$ cat config.mk
export PLATFORM = sky130hd
export DESIGN_NAME = ots_mul
export DESIGN_NICKNAME = d
export VERILOG_FILES = /design/src/design/ots_pkg.sv /design/src/design/ots_mul.sv
export SDC_FILE = /design/constraint.sdc
export NUM_CORES = 2
export LEC_CHECK = 0
export ABC_AREA = 1
export BUFFER_PORTS_ARGS = -buffer_cell sky130_fd_sc_hd__buf_2
export CORE_MARGIN = 2
export CORE_UTILIZATION = 40
export CTS_BUF_LIST = sky130_fd_sc_hd__clkbuf_2 sky130_fd_sc_hd__clkbuf_4 sky130_fd_sc_hd__clkbuf_8
export DETAILED_ROUTE_END_ITERATION = 16
export PLACE_DENSITY = 0.64
export SYNTH_ARGS = -nofsm -noshare
export SYNTH_HDL_FRONTEND = slang
export SYNTH_SLANG_ARGS = --single-unit
export TNS_END_PERCENT = 10
$ cat constraint.sdc
create_clock -name clk -period 12.1 [get_ports clk]
set_clock_uncertainty 0.15 [all_clocks]
set_input_delay 1.815 -clock clk [delete_from_list [all_inputs] [get_ports clk]]
set_output_delay 1.815 -clock clk [all_outputs]
set_load 0.02 [all_outputs]
$ cat src/design/ots_pkg.sv
package ots_pkg;

	localparam int CNT_W = 20;
	localparam int THR_W = 8;
	localparam int STAT_W = 2;
	localparam int NUM_BINS_DEF = 256;
	localparam int NUM_BINS_MAX = 4096;
	localparam int MUL_W = 32;

	localparam int MAX_IDX_W = $clog2(NUM_BINS_MAX);
	localparam int MAX_SQ_W = 2 * (2 * (CNT_W + MAX_IDX_W) + MAX_IDX_W);
	localparam int MAX_LIMBS = (MAX_SQ_W + MUL_W - 1) / MUL_W;
	localparam int LIMB_CNT_W = $clog2(MAX_LIMBS + 1);

	localparam logic [STAT_W-1:0] STAT_FOUND = 2'd0;
	localparam logic [STAT_W-1:0] STAT_EMPTY = 2'd1;
	localparam logic [STAT_W-1:0] STAT_TRUNC = 2'd2;

	typedef struct packed {
		logic                  go;
		logic [LIMB_CNT_W-1:0] na;
		logic [LIMB_CNT_W-1:0] nb;
	} mul_ctl_t;

endpackage

$ cat src/design/ots_mul.sv
module ots_mul #(
	parameter int OPA_W = ots_pkg::MUL_W,
	parameter int OPB_W = ots_pkg::MUL_W
) (
	input  logic                   clk,
	input  logic                   arst_n,
	input  ots_pkg::mul_ctl_t      ctl,
	input  logic [OPA_W-1:0]       a,
	input  logic [OPB_W-1:0]       b,
	output logic                   done,
	output logic [OPA_W+OPB_W-1:0] prod
);

	localparam int ACC_W = OPA_W + OPB_W;
	localparam int LW    = ots_pkg::MUL_W;
	localparam int LCW   = ots_pkg::LIMB_CNT_W;
	localparam int POS_W = LCW + 1;

	logic [OPA_W-1:0] a_q;
	logic [OPA_W-1:0] a_sh_q;
	logic [OPB_W-1:0] b_sh_q;
	logic [LCW-1:0]   na_q;
	logic [LCW-1:0]   nb_q;
	logic [LCW-1:0]   i_q;
	logic [LCW-1:0]   j_q;
	logic             busy_q;
	logic [2*LW-1:0]  pp_s1;
	logic [POS_W-1:0] pos_s1;
	logic             vld_s1;
	logic             last_s1;
	logic [ACC_W-1:0] acc_q;
	logic             done_q;
	logic             i_last;
	logic             j_last;

	assign i_last = (i_q == na_q - LCW'(1));
	assign j_last = (j_q == nb_q - LCW'(1));

	always_ff @(posedge clk or negedge arst_n) begin
		if (!arst_n) begin
			busy_q  <= 1'b0;
			vld_s1  <= 1'b0;
			last_s1 <= 1'b0;
			done_q  <= 1'b0;
			i_q     <= '0;
			j_q     <= '0;
		end else begin
			done_q  <= vld_s1 && last_s1;
			vld_s1  <= busy_q;
			last_s1 <= busy_q && i_last && j_last;
			if (ctl.go) begin
				busy_q <= 1'b1;
				i_q    <= '0;
				j_q    <= '0;
			end else if (busy_q) begin
				if (i_last) begin
					i_q <= '0;
					j_q <= j_q + LCW'(1);
					if (j_last) begin
						busy_q <= 1'b0;
					end
				end else begin
					i_q <= i_q + LCW'(1);
				end
			end
		end
	end

	always_ff @(posedge clk) begin
		pp_s1  <= (2*LW)'(a_sh_q[LW-1:0]) * (2*LW)'(b_sh_q[LW-1:0]);
		pos_s1 <= POS_W'(i_q) + POS_W'(j_q);
		if (ctl.go) begin
			a_q    <= a;
			a_sh_q <= a;
			b_sh_q <= b;
			na_q   <= ctl.na;
			nb_q   <= ctl.nb;
			acc_q  <= '0;
		end else begin
			if (busy_q) begin
				if (i_last) begin
					a_sh_q <= a_q;
					b_sh_q <= b_sh_q >> LW;
				end else begin
					a_sh_q <= a_sh_q >> LW;
				end
			end
			if (vld_s1) begin
				acc_q <= acc_q + (ACC_W'(pp_s1) << (LW * pos_s1));
			end
		end
	end

	assign done = done_q;
	assign prod = acc_q;

endmodule

# After elaboration in Yosys (flattened, before gate mapping)

Index checks and enable logic that the tools add are counted.

Logic and storage cells: 46
Output and inout bits: 65
Register bits: 244
Bits of input ports: 73

Shift-type cells: 1
Reductions and logical operators: 6
Mux-type cells: 16
Add/subtract/negate cells: 6
$mul: 1
Eq/ne operators: 2

Operators with widths:

| operator                                          | count |
|---|---|
| two-way mux 32 bit                                | 6 |
| adder 64 bit                                      | 1 |
| multiplier 32 x 32 -> 64 bit                      | 1 |
| << shifter 64 x 9 -> 64 bit                       | 1 |
| two-way mux 3 bit                                 | 6 |
| adder 3 x 1 -> 3 bit (second input constant)      | 2 |
| == test 3 bit                                     | 2 |
| subtractor 3 x 1 -> 3 bit (second input constant) | 2 |
| adder 3 x 3 -> 4 bit                              | 1 |
| two-way mux 1 bit                                 | 4 |
| nonzero test 2 bit                                | 2 |
| logical AND 1 bit                                 | 3 |
| AND reduction 2 bit                               | 1 |

# Logic depth before layout (Yosys ltp)

Depth in word-level cells: 6
Gate-level depth with buffers: 30

# Worst setup path before layout

OpenSTA, ideal clock, no wires.

Path type: register to register
Start point: register a_sh_q[30]
End point: register pp_s1[52]
Setup time: 0.113 ns
Setup slack: 5.727 ns
Arrival: 6.110 ns
Stages on the path, launching flop included: 26
Required time: 11.837 ns
Path through: edfxtp_1 > clkbuf_1 > nand2_1 > fa_1 > inv_1 > fa_1 > fa_1 > inv_1 > fa_1 > inv_1 > fa_1 > fa_1 > fa_1 > inv_1 > fa_1 > inv_1 > ha_1 > nand2_1 > nor2_1 > inv_1 > nor2_1 > inv_1 > nor4_1 > nand2_1 > nand4_1 > nand2_1

Word-level cells in the longest chain between the ends: 1

RTL lines:

| item                         | RTL line      | source |
|---|---|---|
| start: declaration           | ots_mul.sv:20 | `logic [OPA_W-1:0] a_sh_q;` |
| start signal: assignment     | ots_mul.sv:82 | `a_sh_q <= a_q;` |
| start signal: assignment     | ots_mul.sv:85 | `a_sh_q <= a_sh_q >> LW;` |
| multiplier 32 x 32 -> 64 bit | ots_mul.sv:70 | `pp_s1 <= (2*LW)'(a_sh_q[LW-1:0]) * (2*LW)'(b_sh_q[LW-1:0]);` |
| end signal: assignment       | ots_mul.sv:70 |  |
| end: declaration             | ots_mul.sv:27 | `logic [2*LW-1:0] pp_s1;` |

Every way passes these cells.
A chain may end at the register's enable or synchronous reset.

# Final worst setup path

Start point: register a_sh_q[24]
End point: register pp_s1[36]

The elaborated chain is that of the path after synthesis.

==> reports/metrics.cfg <==
[timing]
period_minus_slack_ns=7.85
rsz0062_at_grt=no
fmax_ghz=0.127
final.setup.tns_ns=0
timing.final.crit_share=0.649
setup_viol=0
slew_headroom=0.0455
slew_violations=0
hold_viol=0
worst_pin_slew_ns=1.42
setup_slack_ns=4.25

[synthesis]
synthFlopType=dfxtp_1
ys_ff_latch=244
yosys_warnings=0
postSynth.asyncResetShare=0.0410
syn_avg_cell_area_um2=7.27
syn-cell-area_mm2=0.0500
netlist_instances=6877
synth_seq_area_share=0.119
synth_nets=8181
ys_types=46
synth_edf_count=102

[global_routing]
grt_overflow=0
grt_max_degree=68
antenna_found_initial=5
grt.total_usage=0.254
first_global_vias=43900
grt_pass1_wl_um=249000

[layout]
final_layout_size_suffix_gt1_frac=0.0551
utilization=0.432
syn_to_final_growth_pct=6.95
fin_nets=8196
final_cells=8573
fillers=12900

[clock_tree]
tritoncts.num_buffers=50
cts_tree=built
root_buffer=clkbuf_8
cts_setup_buffers=0
clkTransAtPathRegs_ns=0.06
clock_latency_ns=0.76
cts.path.max_buffers=3
h-tree-depth=2
cts_resized=0
cts-hold-fix-buffers=0
clock-sinks=244

[die]
die_h_um=358
die_w_um=358
io_pins=138
die-area_mm2=0.128
start_util=0.404
fp-row-count=129
core_area_mm2=0.124

[worst_setup_path]
reg2reg_from=a_sh_q[24]
rrSetupSlack_ns=4.25
end_kind=flip-flop
timing.rr.end=pp_s1[36]
cp.arrival_ns=8.33
required_ns=12.58
crit_path_max_fanout=23
reg2reg_depth=20
startpoint_type=flip-flop
critPathKind=flip-flop to flip-flop

[min_path]
hp-start=last_s1
worstHoldPathCells=2
hold_path.class=flip-flop to flip-flop
min_to=done

[run_status]
status=complete, no violations

[drt]
wire_per_inst_um=18.4
drc=0
drt_iter0_markers=3170
vias=41900
drt_wl_total_um=158000
drtPass1Iterations=5
vias_per_cell=4.89
postRouteAntennaNets=0

[placed_design]
dp.cells=8477
gp_congestion=0.986
dp_hpwl_um=125000
post-place-ws_ns=4.26
io_buffers=137

[job]
drv_cap=0

## stage by stage
step | hold WS, ns | cell area [µm²]
5_1_grt | 0.263 | 53500
6_report | 0.222 | 53500
4_1_cts | 0.235 | 53500
3_3_place_gp | 0.274 | 52400
2_1_floorplan | 0.263 | 50000
3_5_place_dp | 0.270 | 52400
## registers in the layout, summed over array words and instances, names as in the netlist
register / flops
pos_s1: 4
pp_s1: 64
busy_q: 1
last_s1: 1
a_q: 32
a_sh_q: 32
na_q: 3
j_q: 3
done: 1
i_q: 3
b_sh_q: 32
nb_q: 3
vld_s1: 1
prod: 64
## critical path, stage by stage, from the launching register on
cell      delay, ns
edfxtp_1       0.60
buf_4          0.47
nand2_1        0.15
fa_1           0.59
fa_1           0.48
fa_1           0.52
fa_1           0.51
inv_1          0.06
fa_1           0.55
fa_1           0.43
fa_1           0.49
inv_1          0.05
fa_1           0.50
inv_1          0.05
ha_1           0.37
a21oi_1        0.36
o21ai_0        0.26
a21oi_1        0.32
nand2_1        0.16
nand3b_1       0.29
xor2_1         0.41
## cell families after synthesis
family | synth area share
flip-flops | 0.119
AND/OR/NAND/NOR | 0.211
AO/OA/AOI/OAI | 0.0379
XOR/XNOR | 0.0152
buffers and inverters | 0.174
adder cells (fa/ha/maj) | 0.443
## worst max-delay path by stage
stage	startpoint	end	slack, ns	depth (start not counted)
finish	a_sh_q[24]	pp_s1[36]	4.25	20
global route	a_sh_q[30]	pp_s1[36]	4.06	22
CTS	a_sh_q[30]	pp_s1[36]	4.29	22
detailed placement	a_sh_q[24]	pp_s1[36]	4.26	20
global placement	a_sh_q[24]	pp_s1[36]	4.09	20
floorplan	a_sh_q[30]	pp_s1[52]	5.73	25
## layout make-up
cell class	count	area [µm²]	area share
Sequential cell	244	5960	0.111
Clock buffer	62	803	0.0150
Multi-Input combinational cell	4318	35400	0.662
Inverter	2065	7750	0.145
Clock inverter	30	269	0.00503
Antenna cell	4	10.0	0.000187
Tap cell	1637	2050	0.0383
Timing Repair Buffer	213	1260	0.0236
## synth_stat cells (22+ instances only)
master    count  area, µm²
inv_1      2051       7700
nand2_2      22        138
fa_1        898      18000
xnor2_1      24        210
a22o_1       31        272
nand2_1    2020       7580
edfxtp_1    102       3060
xor2_1       61        534
ha_1        333       4170
dfxtp_1     132       2640
clkbuf_1    237        890
nor3_1       50        250
a21oi_1     124        621
nand3_1     149        746
nor2_1      363       1360
o21ai_0     109        546
## layer usage
| layer | track usage | routed length, µm |
|---|---|---|
| met3 | 0.0366 | 11300 |
| met1 | 0.339 | 67400 |
| met2 | 0.422 | 73100 |
| met5 | 0 | 13 |
| met4 | 0.0904 | 6210 |
## layout by cell type, fill, tap and decap left out, drive strengths merged
cell type / count
inv: 2066
nand2: 2048
fa: 898
nor2: 378
ha: 333
buf: 213
nand3: 155
dfxtp: 132
o21ai: 130
a21oi: 128
edfxtp: 102
xor2: 62
clkbuf: 62
nor3: 53
a22o: 31
xnor2: 24
clkinv: 22
nand4: 20
a21o: 13
dfrtp: 10
o211ai: 8
nor4: 7
o21bai: 7
a31oi: 7
and2: 5
diode: 4
clkinvlp: 4
nand3b: 3
bufinv: 3
or2: 3
o21a: 2
a21boi: 2
a211oi: 1
Power is left out: the tool's default activity adds up to more than one toggle a clock period on the data nets, which glitch-free logic cannot reach.
